**src/hdl/ilsp_pkg.sv**
```systemverilog
// Types and constants of the I2C light sensor poller.
package ilsp_pkg;

    typedef enum logic [4:0] {
        PH_IDLE      = 5'd0,
        PH_START1    = 5'd1,
        PH_ADDR_W    = 5'd2,
        PH_CMD       = 5'd3,
        PH_STOP1     = 5'd4,
        PH_CONV_WAIT = 5'd5,
        PH_START2    = 5'd6,
        PH_ADDR_R    = 5'd7,
        PH_READ_MSB  = 5'd8,
        PH_READ_LSB  = 5'd9,
        PH_STOP2     = 5'd10,
        PH_REPEAT    = 5'd11,
        PH_STOP_ERR  = 5'd12
    } phase_t;

    localparam int unsigned CFG_IDX_W  = 2;
    localparam int unsigned CFG_DATA_W = 20;

    localparam logic [CFG_IDX_W-1:0] CFG_DEVICE_ADDRESS = 2'd0;
    localparam logic [CFG_IDX_W-1:0] CFG_MODE_COMMAND   = 2'd1;
    localparam logic [CFG_IDX_W-1:0] CFG_CONV_WAIT      = 2'd2;
    localparam logic [CFG_IDX_W-1:0] CFG_REPEAT_WAIT    = 2'd3;

    localparam logic [6:0]  RST_DEVICE_ADDRESS = 7'h23;
    localparam logic [7:0]  RST_MODE_COMMAND   = 8'h10;
    localparam logic [19:0] RST_CONV_WAIT      = 20'd36000;
    localparam logic [19:0] RST_REPEAT_WAIT    = 20'd600000;

    // Five sixths as a fixed-point fraction with 20 fractional bits, set just above the exact value.
    localparam int unsigned LUX_FRAC_W = 20;
    localparam logic [LUX_FRAC_W-1:0] LUX_RECIP = 20'd873815;

    typedef struct packed {
        logic [6:0]  device_address;
        logic [7:0]  mode_command;
        logic [19:0] conv_wait;
        logic [19:0] repeat_wait;
    } cfg_t;

    typedef struct packed {
        phase_t      phase;
        logic [1:0]  quarter;
        logic [3:0]  bit_index;
        logic [7:0]  shift_byte;
        logic [7:0]  high_byte;
        logic [19:0] wait_count;
        logic [15:0] lux;
    } poll_state_t;

    typedef struct packed {
        logic scl;
        logic sda_out;
        logic sda_oe;
        logic new_sample;
        logic ack_error;
        logic bus_busy;
    } poll_result_t;

endpackage

```
**src/hdl/ilsp_lux.sv**
```systemverilog
// Conversion of the raw sensor reading to lux: raw times five sixths, truncated.
module ilsp_lux
    import ilsp_pkg::*;
(
    input  logic [15:0] raw,
    output logic [15:0] lux
);

    logic [15+LUX_FRAC_W:0] product;

    assign product = raw * LUX_RECIP;
    assign lux     = product[15+LUX_FRAC_W:LUX_FRAC_W];

endmodule

```
**src/hdl/ilsp_step.sv**
```systemverilog
// Next-state and bus-level logic of the poller for one quarter-bit tick.
module ilsp_step
    import ilsp_pkg::*;
(
    input  cfg_t         cfg,
    input  poll_state_t  cur,
    input  logic         sda,
    output poll_state_t  nxt,
    output poll_result_t res
);

    logic        last;
    logic [1:0]  q_inc;
    logic [15:0] lux_conv;
    logic [19:0] wait_limit;

    assign last       = (cur.quarter == 2'd3);
    assign q_inc      = cur.quarter + 2'd1;
    assign wait_limit = (cur.phase == PH_CONV_WAIT) ? cfg.conv_wait : cfg.repeat_wait;

    ilsp_lux u_lux (
        .raw (16'({cur.high_byte, cur.shift_byte})),
        .lux (lux_conv)
    );

    always_comb begin
        nxt            = cur;
        res.scl        = 1'b1;
        res.sda_out    = 1'b1;
        res.sda_oe     = 1'b1;
        res.new_sample = 1'b0;
        res.ack_error  = 1'b0;
        res.bus_busy   = 1'b1;
        unique case (cur.phase)
            PH_START1, PH_START2: begin
                res.sda_out = ~cur.quarter[1];
                if (last) begin
                    nxt.shift_byte = {cfg.device_address, cur.phase == PH_START2};
                    nxt.bit_index  = 4'd0;
                    nxt.phase      = (cur.phase == PH_START1) ? PH_ADDR_W : PH_ADDR_R;
                end
                nxt.quarter = q_inc;
            end
            PH_STOP1, PH_STOP2, PH_STOP_ERR: begin
                res.scl     = (cur.quarter != 2'd0);
                res.sda_out = cur.quarter[1];
                if (last) begin
                    nxt.wait_count = 20'd0;
                    if (cur.phase == PH_STOP1) begin
                        nxt.phase = PH_CONV_WAIT;
                    end else begin
                        if (cur.phase == PH_STOP2) begin
                            nxt.lux        = lux_conv;
                            res.new_sample = 1'b1;
                        end
                        nxt.phase = PH_REPEAT;
                    end
                end
                nxt.quarter = q_inc;
            end
            PH_ADDR_W, PH_CMD, PH_ADDR_R: begin
                res.scl = cur.quarter[1];
                if (!cur.bit_index[3]) begin
                    res.sda_out = cur.shift_byte[3'd7 - cur.bit_index[2:0]];
                end else begin
                    res.sda_oe  = 1'b0;
                    res.sda_out = 1'b0;
                end
                if (last) begin
                    if (!cur.bit_index[3]) begin
                        nxt.bit_index = cur.bit_index + 4'd1;
                    end else if (sda) begin
                        res.ack_error = 1'b1;
                        nxt.phase     = PH_STOP_ERR;
                    end else begin
                        nxt.bit_index = 4'd0;
                        if (cur.phase == PH_ADDR_W) begin
                            nxt.shift_byte = cfg.mode_command;
                            nxt.phase      = PH_CMD;
                        end else if (cur.phase == PH_CMD) begin
                            nxt.phase = PH_STOP1;
                        end else begin
                            nxt.shift_byte = 8'd0;
                            nxt.phase      = PH_READ_MSB;
                        end
                    end
                end
                nxt.quarter = q_inc;
            end
            PH_READ_MSB, PH_READ_LSB: begin
                res.scl = cur.quarter[1];
                if (!cur.bit_index[3]) begin
                    res.sda_oe  = 1'b0;
                    res.sda_out = 1'b0;
                end else begin
                    res.sda_out = (cur.phase == PH_READ_LSB);
                end
                if (last) begin
                    if (!cur.bit_index[3]) begin
                        nxt.shift_byte = {cur.shift_byte[6:0], sda};
                        nxt.bit_index  = cur.bit_index + 4'd1;
                    end else if (cur.phase == PH_READ_MSB) begin
                        nxt.high_byte  = cur.shift_byte;
                        nxt.shift_byte = 8'd0;
                        nxt.bit_index  = 4'd0;
                        nxt.phase      = PH_READ_LSB;
                    end else begin
                        nxt.bit_index = 4'd0;
                        nxt.phase     = PH_STOP2;
                    end
                end
                nxt.quarter = q_inc;
            end
            PH_CONV_WAIT, PH_REPEAT: begin
                res.bus_busy = 1'b0;
                if (cur.wait_count >= wait_limit) begin
                    nxt.phase      = (cur.phase == PH_CONV_WAIT) ? PH_START2 : PH_IDLE;
                    nxt.quarter    = 2'd0;
                    nxt.wait_count = 20'd0;
                end else begin
                    nxt.wait_count = cur.wait_count + 20'd1;
                end
            end
            default: begin
                res.bus_busy  = 1'b0;
                nxt.phase     = PH_START1;
                nxt.quarter   = 2'd0;
                nxt.bit_index = 4'd0;
            end
        endcase
    end

endmodule

```
**src/hdl/i2c_light_sensor_poller.sv**
```systemverilog
// Top level of the self-polling I2C light sensor master.
// Each accepted word is one quarter-bit tick carrying the sampled SDA level, and each
// tick yields exactly one result word in the following cycle: the SCL and SDA levels to drive,
// the SDA drive enable, the stored lux value and the sample and error pulses. A tick is
// accepted in every cycle while the result register is empty or being emptied, so the
// sustained rate is one tick per clock; while a finished word waits unaccepted, no new
// tick is taken in. The lux conversion multiplies by a fixed-point
// reciprocal inside the single step stage. Configuration writes take effect at the next
// clock edge and should only be made while no result is pending.
module i2c_light_sensor_poller
    import ilsp_pkg::*;
(
    input  logic                  aclk,
    input  logic                  aresetn,
    input  logic                  cfg_wr_en,
    input  logic [CFG_IDX_W-1:0]  cfg_index,
    input  logic [CFG_DATA_W-1:0] cfg_wdata,
    input  logic                  s_valid,
    output logic                  s_ready,
    input  logic                  s_sda_level,
    output logic                  m_valid,
    input  logic                  m_ready,
    output logic                  m_scl_level,
    output logic                  m_sda_out_level,
    output logic                  m_sda_drive_enable,
    output logic [15:0]           m_lux_value,
    output logic                  m_new_sample,
    output logic                  m_ack_error,
    output logic                  m_bus_busy
);

    cfg_t         cfg_reg;
    poll_state_t  state_reg;
    poll_state_t  state_next;
    poll_result_t step_res;
    poll_result_t res_reg;
    logic [15:0]  lux_reg;
    logic         m_valid_reg;
    logic         accept;

    assign s_ready = ~m_valid_reg | m_ready;
    assign accept  = s_valid & s_ready;

    ilsp_step u_step (
        .cfg (cfg_reg),
        .cur (state_reg),
        .sda (s_sda_level),
        .nxt (state_next),
        .res (step_res)
    );

    always_ff @(posedge aclk) begin
        if (!aresetn) begin
            cfg_reg.device_address <= RST_DEVICE_ADDRESS;
            cfg_reg.mode_command   <= RST_MODE_COMMAND;
            cfg_reg.conv_wait      <= RST_CONV_WAIT;
            cfg_reg.repeat_wait    <= RST_REPEAT_WAIT;
        end else if (cfg_wr_en) begin
            unique case (cfg_index)
                CFG_DEVICE_ADDRESS: cfg_reg.device_address <= cfg_wdata[6:0];
                CFG_MODE_COMMAND:   cfg_reg.mode_command   <= cfg_wdata[7:0];
                CFG_CONV_WAIT:      cfg_reg.conv_wait      <= cfg_wdata[19:0];
                CFG_REPEAT_WAIT:    cfg_reg.repeat_wait    <= cfg_wdata[19:0];
                default:            cfg_reg                <= cfg_reg;
            endcase
        end
    end

    always_ff @(posedge aclk) begin
        if (!aresetn) begin
            state_reg.phase      <= PH_IDLE;
            state_reg.quarter    <= 2'd0;
            state_reg.bit_index  <= 4'd0;
            state_reg.shift_byte <= 8'd0;
            state_reg.high_byte  <= 8'd0;
            state_reg.wait_count <= 20'd0;
            state_reg.lux        <= 16'd0;
            m_valid_reg          <= 1'b0;
        end else begin
            if (accept) begin
                state_reg <= state_next;
            end
            if (accept) begin
                m_valid_reg <= 1'b1;
            end else if (m_ready) begin
                m_valid_reg <= 1'b0;
            end
        end
    end

    always_ff @(posedge aclk) begin
        if (accept) begin
            res_reg <= step_res;
            lux_reg <= state_next.lux;
        end
    end

    assign m_valid            = m_valid_reg;
    assign m_scl_level        = res_reg.scl;
    assign m_sda_out_level    = res_reg.sda_out;
    assign m_sda_drive_enable = res_reg.sda_oe;
    assign m_lux_value        = lux_reg;
    assign m_new_sample       = res_reg.new_sample;
    assign m_ack_error        = res_reg.ack_error;
    assign m_bus_busy         = res_reg.bus_busy;

endmodule

```
**config.mk**
```make
export PLATFORM = sky130hd
export DESIGN_NAME = i2c_light_sensor_poller
export DESIGN_NICKNAME = d
export VERILOG_FILES = /design/src/hdl/ilsp_pkg.sv /design/src/hdl/ilsp_lux.sv /design/src/hdl/ilsp_step.sv /design/src/hdl/i2c_light_sensor_poller.sv
export SDC_FILE = /design/constraint.sdc
export NUM_CORES = 1
export LEC_CHECK = 0
export BUFFER_PORTS_ARGS = -buffer_cell sky130_fd_sc_hd__buf_4
export CAP_MARGIN = 15
export CORE_ASPECT_RATIO = 0.8
export CORE_UTILIZATION = 25
export DETAILED_ROUTE_END_ITERATION = 10
export GPL_TIMING_DRIVEN = 0
export HOLD_SLACK_MARGIN = 0.12
export PLACE_DENSITY = 0.47
export RECOVER_POWER = 100
export SETUP_SLACK_MARGIN = 0.02
export SLEW_MARGIN = 20
export SYNTH_ARGS = -nofsm -noshare
export SYNTH_HDL_FRONTEND = slang
export SYNTH_SLANG_ARGS = --single-unit
```
**constraint.sdc**
```tcl
create_clock -name aclk -period 5.8 [get_ports aclk]
set_input_delay 0.58 -clock aclk [delete_from_list [all_inputs] [get_ports aclk]]
set_output_delay 0.58 -clock aclk [all_outputs]
set_load 0.01 [all_outputs]
```
==> key figures, run 1 <==
GRT
  • Number of global-route vias before repair: 9,836
  • Pin count of the biggest net entering global routing: 29
  • Grt total ovfl: 0
  • Initial antenna violation count: 2
  • First-pass GRT wire length: roughly 55 mm
  • Gr usage total: roughly 14%

Timing
  • Max Clk Rate: roughly 180 MHz
  • Slew at the pin with the worst max-slew slack: 1580 ps
  • Final slew viol count: 29
  • Slew headroom: -5.34%
  • Setup violators final: 0
  • Final min period: about 5700 ps
  • Clock Skews: between 10 and 15 ps
  • Tcrit/Tclk final: roughly 98%
  • Hold Violations, Final: 0
  • Unrepaired setup endpoints after global routing: true

Floorplanning
  • Site row count: between 70 and 80
  • Ports: 52
  • Core area: 0.0475 mm2
  • Die area: 0.0496 mm2
  • DIE HEIGHT: between 150 and 200 um
  • Die Wd: about 250 um
  • Initial Util: 25.6%

Worst setup path
  • Setup crit end kind: flip-flop
  • CP Data Required Time: between 6000 and 7000 ps
  • CP peak stage delay: about 550 ps
  • CP Class: flip-flop to flip-flop
  • Peak fanout along the critical path: 7
  • Crit-path cells: ha_4 > inv_1 > fa_2 > inv_1 > fa_1 > fa_1 > inv_1 > fa_1 > fa_1 > inv_1 > ha_4 > a21oi_2 > o21ai_4 > buf_4 > a21oi_4 > a31o_4 > o31a_1 > o2111a_1 > o31ai_1
  • Critical path arrival: roughly 6000 ps
  • Sum of buffers and inverters on the critical path: 5
  • CP startpoint kind: flip-flop
  • Family with the most delay on the worst path: adder cells
  • Worst path slowest cell: fa_1

Synth
  • Synth Register Bits: 140
  • Top_reg_cell synth: dfxtp_1
  • Netlist Area Pre-Place: 0.0122 mm2
  • Mean Syn Cell Area: ~9.0 um2
  • Register area share after synthesis: 24.8%
  • Synth warnings: 0
  • Syn_nets: around 1.6k
  • Yosys cell types: between 70 and 80
  • Async set-reset flop share out of synthesis: 0%
  • Cell count after synthesis: 1,361
  • Number of flops mapped to enable cells by yosys: 22

Drt
  • Routed vias/inst: ~4.7
  • DRC violations left: 0
  • Initial drt markers: around 590
  • First drt pass iteration count: 7
  • WL final: around 35 mm
  • Vias: approximately 9.8k
  • Post-DR wirelength/cell: around 16 um
  • Routed Antenna Nets: 0

Power
  • Worst VDD drop: approximately 0.15 mV
  • Leakage power: between 6 and 7 nW
  • Pwr dens: ~200 mW/mm2
  • Design Power: about 3.0 mW

Clock network
  • Clock sinks: 140
  • Max Root-Sink Buffers: 2
  • Insertion delay to the later sink of the worst-skew pair: 450 ps
  • Num CTS Buffers: 17
  • Post-CTS Hold Buffers: 0
  • CTS tree: done
  • Clock-pin slew on the worst setup and hold paths: 70 ps
  • H-Tree Depth: 4
  • Root Driver: clkbuf_16

Status
  • Status: finished, violations left
  • Failing checks: capacitance limit, slew limit

Final layout
  • Util after Layout: a little under a third
  • NumNets Final: ~1.7k
  • Area growth syn-to-layout: 19.6%
  • Share of layout cells above drive strength 1: around an eighth
  • Max FFs per register: between 60 and 70
  • N_diodes: 0
  • Final instance area: 0.0146 mm2
  • Total of fill cells in the finished design: between 4k and 5k

Worst hold path
  • Hold WC Path Type: primary input to flip-flop

Placed design
  • Placed cell area: around 0.013 mm2
  • DP Wirelength: between 20 and 30 mm
  • Buffers on Ports: 50
  • Routability congestion estimate from global placement: about 0.93

Job
  • Max cap viols: 1
[cell type report]
cell class | count | area, um2 | share of cell area, %
Clock inverter | 15 | 193 | 1.32
Tap cell | 620 | 776 | 5.33
Clock buffer | 17 | 425 | 2.92
Sequential cell | 140 | 3070 | 21.1
Timing Repair Buffer | 83 | 538 | 3.69
Inverter | 180 | 676 | 4.64
Multi-Input combinational cell | 987 | 8680 | 59.6
Buffer | 51 | 208 | 1.43
[kinds of logic (layout without fill, tap and decap cells)]
kind of cell | count (synthesis) | count (layout) | share of synthesized area, %
compound gates | 239 | 239 | 12.8
xor+xnor | 37 | 37 | 2.66
fa+ha+maj | 260 | 260 | 33.1
buf+inv | 234 | 346 | 7.31
flops | 140 | 140 | 24.8
mux | 44 | 44 | 3.83
simple gates | 407 | 407 | 15.5
[cells in the final DEF (no fill, tap or decap), types with 16 or more instances in the layout]
master / Yosys / layout
o21ai_0: 33 / 28
buf_4: 0 / 56
a21oi_1: 93 / 83
clkbuf_1: 42 / 65
nand2_1: 172 / 168
nor2_1: 92 / 91
nand4_1: 21 / 21
xnor2_1: 19 / 18
xor2_1: 18 / 16
dfxtp_1: 118 / 103
ha_1: 156 / 141
edfxtp_1: 22 / 22
fa_1: 104 / 99
nand3_1: 40 / 40
clkbuf_16: 0 / 17
mux2i_1: 41 / 41
inv_1: 178 / 176
[through the flow]
step | setup WS (ps) | hold slack (ps) | std cells | setup TNS, ps
floorplan | 264 | 433 | 1361 | 0
global placement | -1010 | 442 | 2031 | -18070
detailed placement | -1050 | 447 | 2031 | -18040
CTS | 7.86 | 349 | 2075 | 0
global route | -134 | 357 | 2093 | -1980
finish | 113 | 358 | 2093 | 0
[per-layer routing]
layer / vias to the layer above / share of wire [%] / wire length, um / track usage (%)
li1: 4852 / - / - / -
met1: 4764 / 52 / 18000 / 21.1
met3: 30 / 4.7 / 1610 / 2.79
met4: 4 / 1.1 / 393 / 3.27
met2: 191 / 42 / 14500 / 21.2
met5: - / 0.067 / 23 / 0
[power by group]
group / total [mW] / switching (mW) / internal (mW)
clock: 1.15 / 0.521 / 0.624
sequential: 1.05 / 0.0321 / 1.01
combinational: 0.790 / 0.480 / 0.311
total: 2.98 / 1.03 / 1.95
[final timing paths]
| check | slack [ps] | depth (start not counted) | start | endpoint |
|---|---|---|---|---|
| setup / recovery | 110 | 19 | state_reg[45] | m_lux_value[15] |
| hold / removal | 360 | 3 | cfg_wdata[8] | cfg_reg[8] |
| setup reg to reg | 110 | 19 | state_reg[45] | m_lux_value[15] |
| hold reg to reg | 450 | 2 | cfg_reg[0] | cfg_reg[0] |
[cells in the mapped netlist, types with 12 or more instances]
cell	instances	area share (%)
inv_1	178	5.5
nand2_1	172	5.3
ha_1	156	16
dfxtp_1	118	19
fa_1	104	17
a21oi_1	93	3.8
nor2_1	92	2.8
clkbuf_1	42	1.3
mux2i_1	41	3.4
nand3_1	40	1.6
o21ai_0	33	1.4
edfxtp_1	22	5.4
nand4_1	21	1.1
xnor2_1	19	1.4
xor2_1	18	1.3
a211oi_1	13	0.80
nor3_1	12	0.49
[worst reg2reg max path, stage by stage (launching register included)]
cell      delay, ps
dfxtp_4         380
ha_4            290
inv_1            60
fa_2            390
inv_1           300
fa_1            500
fa_1            500
inv_1            60
fa_1            520
fa_1            560
inv_1            70
ha_4            310
a21oi_2         100
o21ai_4         230
buf_4           160
a21oi_4          40
a31o_4          260
o31a_1          340
o2111a_1        260
o31ai_1         210
[what timing repair did]
| action | 4_1_cts | 5_1_grt |
|---|---|---|
| resized for setup | 69 | 46 |
| setup endpoints to repair | 32 | 31 |
| buffers inserted | 12 | 21 |
| pin swaps | 21 | 37 |
No activity file was read; power rests on OpenSTA's default activity.
==> run 2, diff against run 1 <==
--- a/config.mk
+++ b/config.mk
@@ -5,7 +5,7 @@
 export SDC_FILE = /design/constraint.sdc
 export NUM_CORES = 1
 export LEC_CHECK = 0
-export BUFFER_PORTS_ARGS = -buffer_cell sky130_fd_sc_hd__buf_4
+export BUFFER_PORTS_ARGS = -buffer_cell sky130_fd_sc_hd__buf_2
 export CAP_MARGIN = 15
 export CORE_ASPECT_RATIO = 0.8
 export CORE_UTILIZATION = 25
@@ -15,7 +15,7 @@
 export PLACE_DENSITY = 0.47
 export RECOVER_POWER = 100
 export SETUP_SLACK_MARGIN = 0.02
-export SLEW_MARGIN = 20
+export SLEW_MARGIN = 40
 export SYNTH_ARGS = -nofsm -noshare
 export SYNTH_HDL_FRONTEND = slang
 export SYNTH_SLANG_ARGS = --single-unit
==> run 2 against run 1 <==
Net effect:
- the flow now finishes without violations
- hold slack better by 6.1 ps
- cell area is 0.65% higher
- register-to-register slack gained 50 ps
- total power grew 1.6%
- routed wire length down 0.30%
- critical path type unchanged
- largest power group unchanged
- highest routed layer unchanged
==> key figures, run 2 (same netlist as run 1, synthesis figures left out) <==
Worst setup path
  • CP peak stage delay: between 500 and 600 ps
  • Critical Path Most Common Cell: fa_1
  • CP Class: flip-flop to flip-flop
  • Family with the most delay on the worst path: adder cells
  • Worst path slowest cell: fa_1
  • Critical path arrival: 6000 ps
  • CP Data Required Time: about 6000 ps
  • Setup crit end kind: flip-flop
  • Peak fanout along the critical path: 6
  • Crit. Startpoint: state_reg[42]
  • Sum of buffers and inverters on the critical path: 4
  • CP startpoint kind: flip-flop
  • R2R Path Start: state_reg[42]
  • Crit-path cells: fa_1 > inv_1 > fa_1 > fa_1 > inv_1 > fa_1 > inv_2 > fa_2 > fa_1 > inv_2 > ha_4 > nand4_1 > or3_4 > o21ai_4 > nand2_4 > or4_1 > a31oi_1

Final layout
  • Final std cells w/o fill: between 2k and 2.5k
  • Most common cell after layout, fill and taps aside: inv_1
  • N_diodes: 0
  • Area growth syn-to-layout: 20.3%
  • Max FFs per register: between 60 and 70
  • NumNets Final: around 1.8k
  • Most frequent cells in the layout: inv_1, nand2_1, ha_1
  • Util after Layout: about 30%
  • Share of layout cells above drive strength 1: 14.0%
  • Total of fill cells in the finished design: about 5.0k

Worst hold path
  • Hold Crit Start: cfg_wdata[8]
  • Hold WC Path Type: primary input to flip-flop

Placed design
  • Post-Place Worst Slack: -1060 ps
  • DP Wirelength: roughly 27 mm
  • Buffers on Ports: 50
  • Cell count after placement: approximately 2.0k
  • Routability congestion estimate from global placement: slightly above 0.9

Timing
  • Setup violators final: 0
  • Final slew viol count: 0
  • Tcrit/Tclk final: between 90% and 100%
  • Clock Skews: between 9 and 10 ps
  • Slew headroom: 51.3%
  • Unrepaired setup endpoints after global routing: true
  • Hold Violations, Final: 0
  • PnR worst setup slack: between 150 and 200 ps
  • Slew at the pin with the worst max-slew slack: 731 ps
  • Max Clk Rate: 177 MHz
  • Final min period: 5640 ps

Clock network
  • Clock-pin slew on the worst setup and hold paths: around 70 ps
  • Num CTS Buffers: 17
  • CTS tree: done
  • Clock sinks: 140
  • Root Driver: clkbuf_16
  • Insertion delay to the later sink of the worst-skew pair: around 440 ps
  • H-Tree Depth: 4
  • Post-CTS Hold Buffers: 0
  • Max Root-Sink Buffers: 2

GRT
  • Grt total ovfl: 0
  • Pin count of the biggest net entering global routing: 23
  • Met1 usage: 21.1%
  • GR peak layer: met1
  • Met3 Use GR: under 10%
  • Initial antenna violation count: 5
  • First-pass GRT wire length: ~55 mm
  • Met2 usage: 20.9%
  • Number of global-route vias before repair: ~9.7k
  • Gr usage total: between 10% and 20%

Power
  • Pwr dens: around 210 mW/mm2
  • Leakage power: approximately 6.4 nW
  • Worst VDD drop: ~0.14 mV
  • Design Power: just over 3 mW

Drt
  • Vias: ~9.9k
  • Routed vias/inst: around 4.7
  • Initial drt markers: ~670
  • First drt pass iteration count: 7
  • Post-DR wirelength/cell: 16.4 um
  • Routed Antenna Nets: 0
  • WL final: 34.4 mm
  • DRC violations left: 0

Job
  • Max cap viols: 0

Floorplanning
  • DIE HEIGHT: around 200 um
  • Die Wd: around 250 um
  • Initial Util: 25.6%
  • Die area: about 0.05 mm2
  • Ports: 52
  • Site row count: 71
  • Core area: 0.0475 mm2

Status
  • Status: finished clean
run 2: cell count changes in the layout (fill, tap and decap cells not counted), sizes merged:
cell      change
bufinv        +1
clkbuf        -2
inv           -4
buf          +12
clkinv        +1
clkinvlp      +1
run 2: per-layer routing:
layer,vias to the layer above,wire (um),part of all wire (%)
li1,4873,-,-
met1,4752,17900,52
met4,10,548,1.6
met5,-,62,0.18
met3,44,1810,5.3
met2,215,14100,41
run 2: path summary, 6_finish.rpt:
kind / end / slack, ps / cells past startpoint
max: state_reg[9] / 160 / 17
min: cfg_reg[8] / 360 / 3
max reg2reg: state_reg[9] / 160 / 17
min reg2reg: cfg_reg[14] / 450 / 2
run 2: through the flow:
stage	hold slack [ps]	TNS [ps]	instance area, um2
after floorplan	433	0	12200
after global placement	442	-17540	13200
after detailed placement	448	-18450	13200
after CTS	355	0	14300
after global routing	368	-46.0	14700
final	364	0	14700
run 2: where the power goes:
part,switching [mW],total (mW),leakage [nW],internal [mW]
Sequential,0.0303,1.04,1.18,1.01
Clock,0.502,1.19,0.315,0.685
Combinational,0.480,0.799,4.91,0.319
run 2: worst reg2reg max path: cells and delay by family, from the launching register on:
family	cells	cell delay [ps]
AOI/OAI and AO/OA	2	450
and+or+nand+nor	4	1210
DFF	1	390
buffers and inverters	4	200
adders and majority gates	7	3320
run 2: layout make-up:
class	count	area, um2	area share [%]
multi-input cells	987	8690	59.3
flip-flops and latches	140	3070	21.0
well taps	620	776	5.29
inverters	180	679	4.63
repair buffers	92	582	3.97
clock buffers	18	450	3.07
plain buffers	51	211	1.44
clock inverters	14	195	1.33
run 2: timing repair:
action	4_1_cts	5_1_grt
endpoints found under the hold margin	0	0
resized for setup	72	38
pin swaps	24	44
endpoints found under the setup margin	32	29
setup buffers	19	22
==> run 3, diff against run 2 <==
--- a/config.mk
+++ b/config.mk
@@ -11,8 +11,8 @@
 export CORE_UTILIZATION = 25
 export DETAILED_ROUTE_END_ITERATION = 10
 export GPL_TIMING_DRIVEN = 0
-export HOLD_SLACK_MARGIN = 0.12
-export PLACE_DENSITY = 0.47
+export HOLD_SLACK_MARGIN = 0.02
+export PLACE_DENSITY = 0.46
 export RECOVER_POWER = 100
 export SETUP_SLACK_MARGIN = 0.02
 export SLEW_MARGIN = 40
==> constraint.sdc (replaced) <==
create_clock -name aclk -period 5.7 [get_ports aclk]
set_input_delay 0.57 -clock aclk [delete_from_list [all_inputs] [get_ports aclk]]
set_output_delay 0.57 -clock aclk [all_outputs]
set_load 0.01 [all_outputs]
==> run 3 against run 2 <==
Net effect:
- total power grew 0.73%
- die area stayed put
- cell area decreased by 0.58%
- clock skew grew 15 ps
- clock-buffer cell count shrank 1
- sequential cell count unchanged
- critical path type unchanged
- global-route usage is 0.29 points higher
- worst setup slack worse by 110 ps
- combinational power increased by 1%
- highest routed layer unchanged
- critical path depth did not move
==> key figures, run 3 (same netlist as run 1, synthesis figures left out) <==
Status
  • Status: finished clean

Floorplanning
  • DIE HEIGHT: ~200 um
  • Die area: roughly 0.050 mm2
  • Initial Util: 25.6%
  • Die Wd: roughly 250 um
  • Site row count: 71
  • Core area: 0.0475 mm2
  • Ports: 52

Placed design
  • Buffers on Ports: 50
  • Placed cell area: 0.0132 mm2
  • Cell count after placement: 2,032
  • Routability congestion estimate from global placement: 0.919
  • DP Wirelength: 27.7 mm

Final layout
  • Most frequent cells in the layout: inv_1, nand2_1, ha_1
  • Area growth syn-to-layout: 19.6%
  • Final std cells w/o fill: between 2k and 2.5k
  • Final instance area: between 0.01 and 0.015 mm2
  • Max FFs per register: slightly above 60
  • Most common cell after layout, fill and taps aside: inv_1
  • NumNets Final: ~1.7k
  • N_diodes: 0
  • Share of layout cells above drive strength 1: 13.7%

GRT
  • Grt total ovfl: 0
  • Gr usage total: between 10% and 20%
  • Number of global-route vias before repair: roughly 10k
  • Initial antenna violation count: 3
  • Pin count of the biggest net entering global routing: 23
  • First-pass GRT wire length: roughly 56 mm

Clock network
  • H-Tree Depth: 4
  • Root Driver: clkbuf_16
  • Max Root-Sink Buffers: 2
  • Clock-pin slew on the worst setup and hold paths: 80 ps
  • Num CTS Buffers: 17
  • CTS tree: done
  • Insertion delay to the later sink of the worst-skew pair: approximately 460 ps
  • Clock sinks: 140

Power
  • Pwr dens: approximately 210 mW/mm2
  • Reg power frac: a little over a third
  • Logic gate share of total power: between 20% and 30%
  • Int Pwr: around 2.0 mW
  • Worst VDD drop: roughly 0.18 mV
  • Switching power: approximately 1.0 mW
  • Clk pwr share: between 30 and 40%
  • Leakage power: 6.31 nW
  • Sw Ratio: about a third

Worst setup path
  • CP Class: flip-flop to flip-flop
  • Critical path arrival: 6010 ps
  • CP peak stage delay: ~560 ps
  • Critical Path Most Common Cell: fa_1
  • Peak fanout along the critical path: 5
  • Family with the most delay on the worst path: adder cells
  • Worst path slowest cell: fa_1
  • Setup crit end kind: flip-flop
  • Sum of buffers and inverters on the critical path: 4
  • CP Data Required Time: slightly above 6000 ps
  • CP startpoint kind: flip-flop
  • R2R Path Start: state_reg[41]
  • Crit-path cells: fa_1 > inv_2 > fa_1 > fa_1 > inv_2 > fa_1 > inv_1 > fa_1 > fa_1 > inv_2 > ha_4 > nand4_1 > or3_4 > o21ai_4 > nand2_2 > or4_1 > a31oi_1
  • Crit. Startpoint: state_reg[41]

Timing
  • Min Hold Slack: roughly 350 ps
  • Tcrit/Tclk final: 99.1%
  • Unrepaired setup endpoints after global routing: true
  • Setup TNS: 0 ps
  • Clock Skews: between 20 and 25 ps
  • Max Clk Rate: 177 MHz
  • Slew at the pin with the worst max-slew slack: between 1000 and 1500 ps
  • Slew headroom: between 20 and 30%
  • Final slew viol count: 0
  • Final min period: about 5600 ps
  • Hold Violations, Final: 0
  • Setup violators final: 0

Drt
  • Post-DR wirelength/cell: 16.8 um
  • Routed Antenna Nets: 0
  • Routed vias/inst: roughly 4.7
  • Vias: 9,914
  • WL final: approximately 35 mm
  • DRC violations left: 0
  • First drt pass iteration count: 7
  • Initial drt markers: roughly 700

Job
  • Max cap viols: 0

Worst hold path
  • Hold WC Path Type: primary input to flip-flop
  • Hold Crit Start: cfg_wdata[8]
==> run 3: path summary, 6_finish.rpt <==
kind / to / slack [ps] / depth (start not counted)
max: state_reg[9] / 50 / 17
max reg2reg: state_reg[9] / 50 / 17
min reg2reg: cfg_reg[24] / 450 / 2
min: cfg_reg[8] / 350 / 3
==> run 3: per-stage QoR <==
step           util [%]  setup slack, ps  power, mW
2_1_floorplan         -              164       1.57
3_3_place_gp       27.8            -1170       1.79
3_5_place_dp       27.9            -1140       1.79
4_1_cts            30.2             20.8       3.06
5_1_grt            30.7             -102       3.24
6_report           30.7             51.4       3.05
==> run 3: what timing repair did <==
action                                  in CTS  in global routing
buffers inserted                            23                  4
resized for setup                           83                 48
endpoints found under the setup margin      32                 29
pin swaps                                   32                 27
hold buffers                                 0                  0
==> run 3: layer usage <==
layer | wire, um | global-route usage, %
met4 | 483 | 3.59
met1 | 18200 | 21.7
met2 | 14700 | 21.3
met3 | 1720 | 2.75
met5 | 46 | 0
==> run 3: power by group through the flow <==
stage                     clock network (mW)  registers, mW  logic [mW]
after floorplan                            0           1.08       0.492
after global placement                     0           1.09       0.699
after detailed placement                   0           1.09       0.703
after CTS                               1.21           1.06       0.787
after global routing                    1.25           1.07       0.917
final                                   1.18           1.06       0.809
==> run 3: layout make-up <==
cell class	count	area [um2]
Timing Repair Buffer	78	460
Multi-Input combinational cell	987	8750
Inverter	180	679
Clock buffer	17	425
Clock inverter	15	200
Sequential cell	140	3080
Buffer	51	208
Tap cell	620	776
Fill cell	4996	33000
==> run 3: worst min-delay path, cell delays in order <==
cell and delay, ps:
buf_2 90, nand2_1 40, nand3_1 60
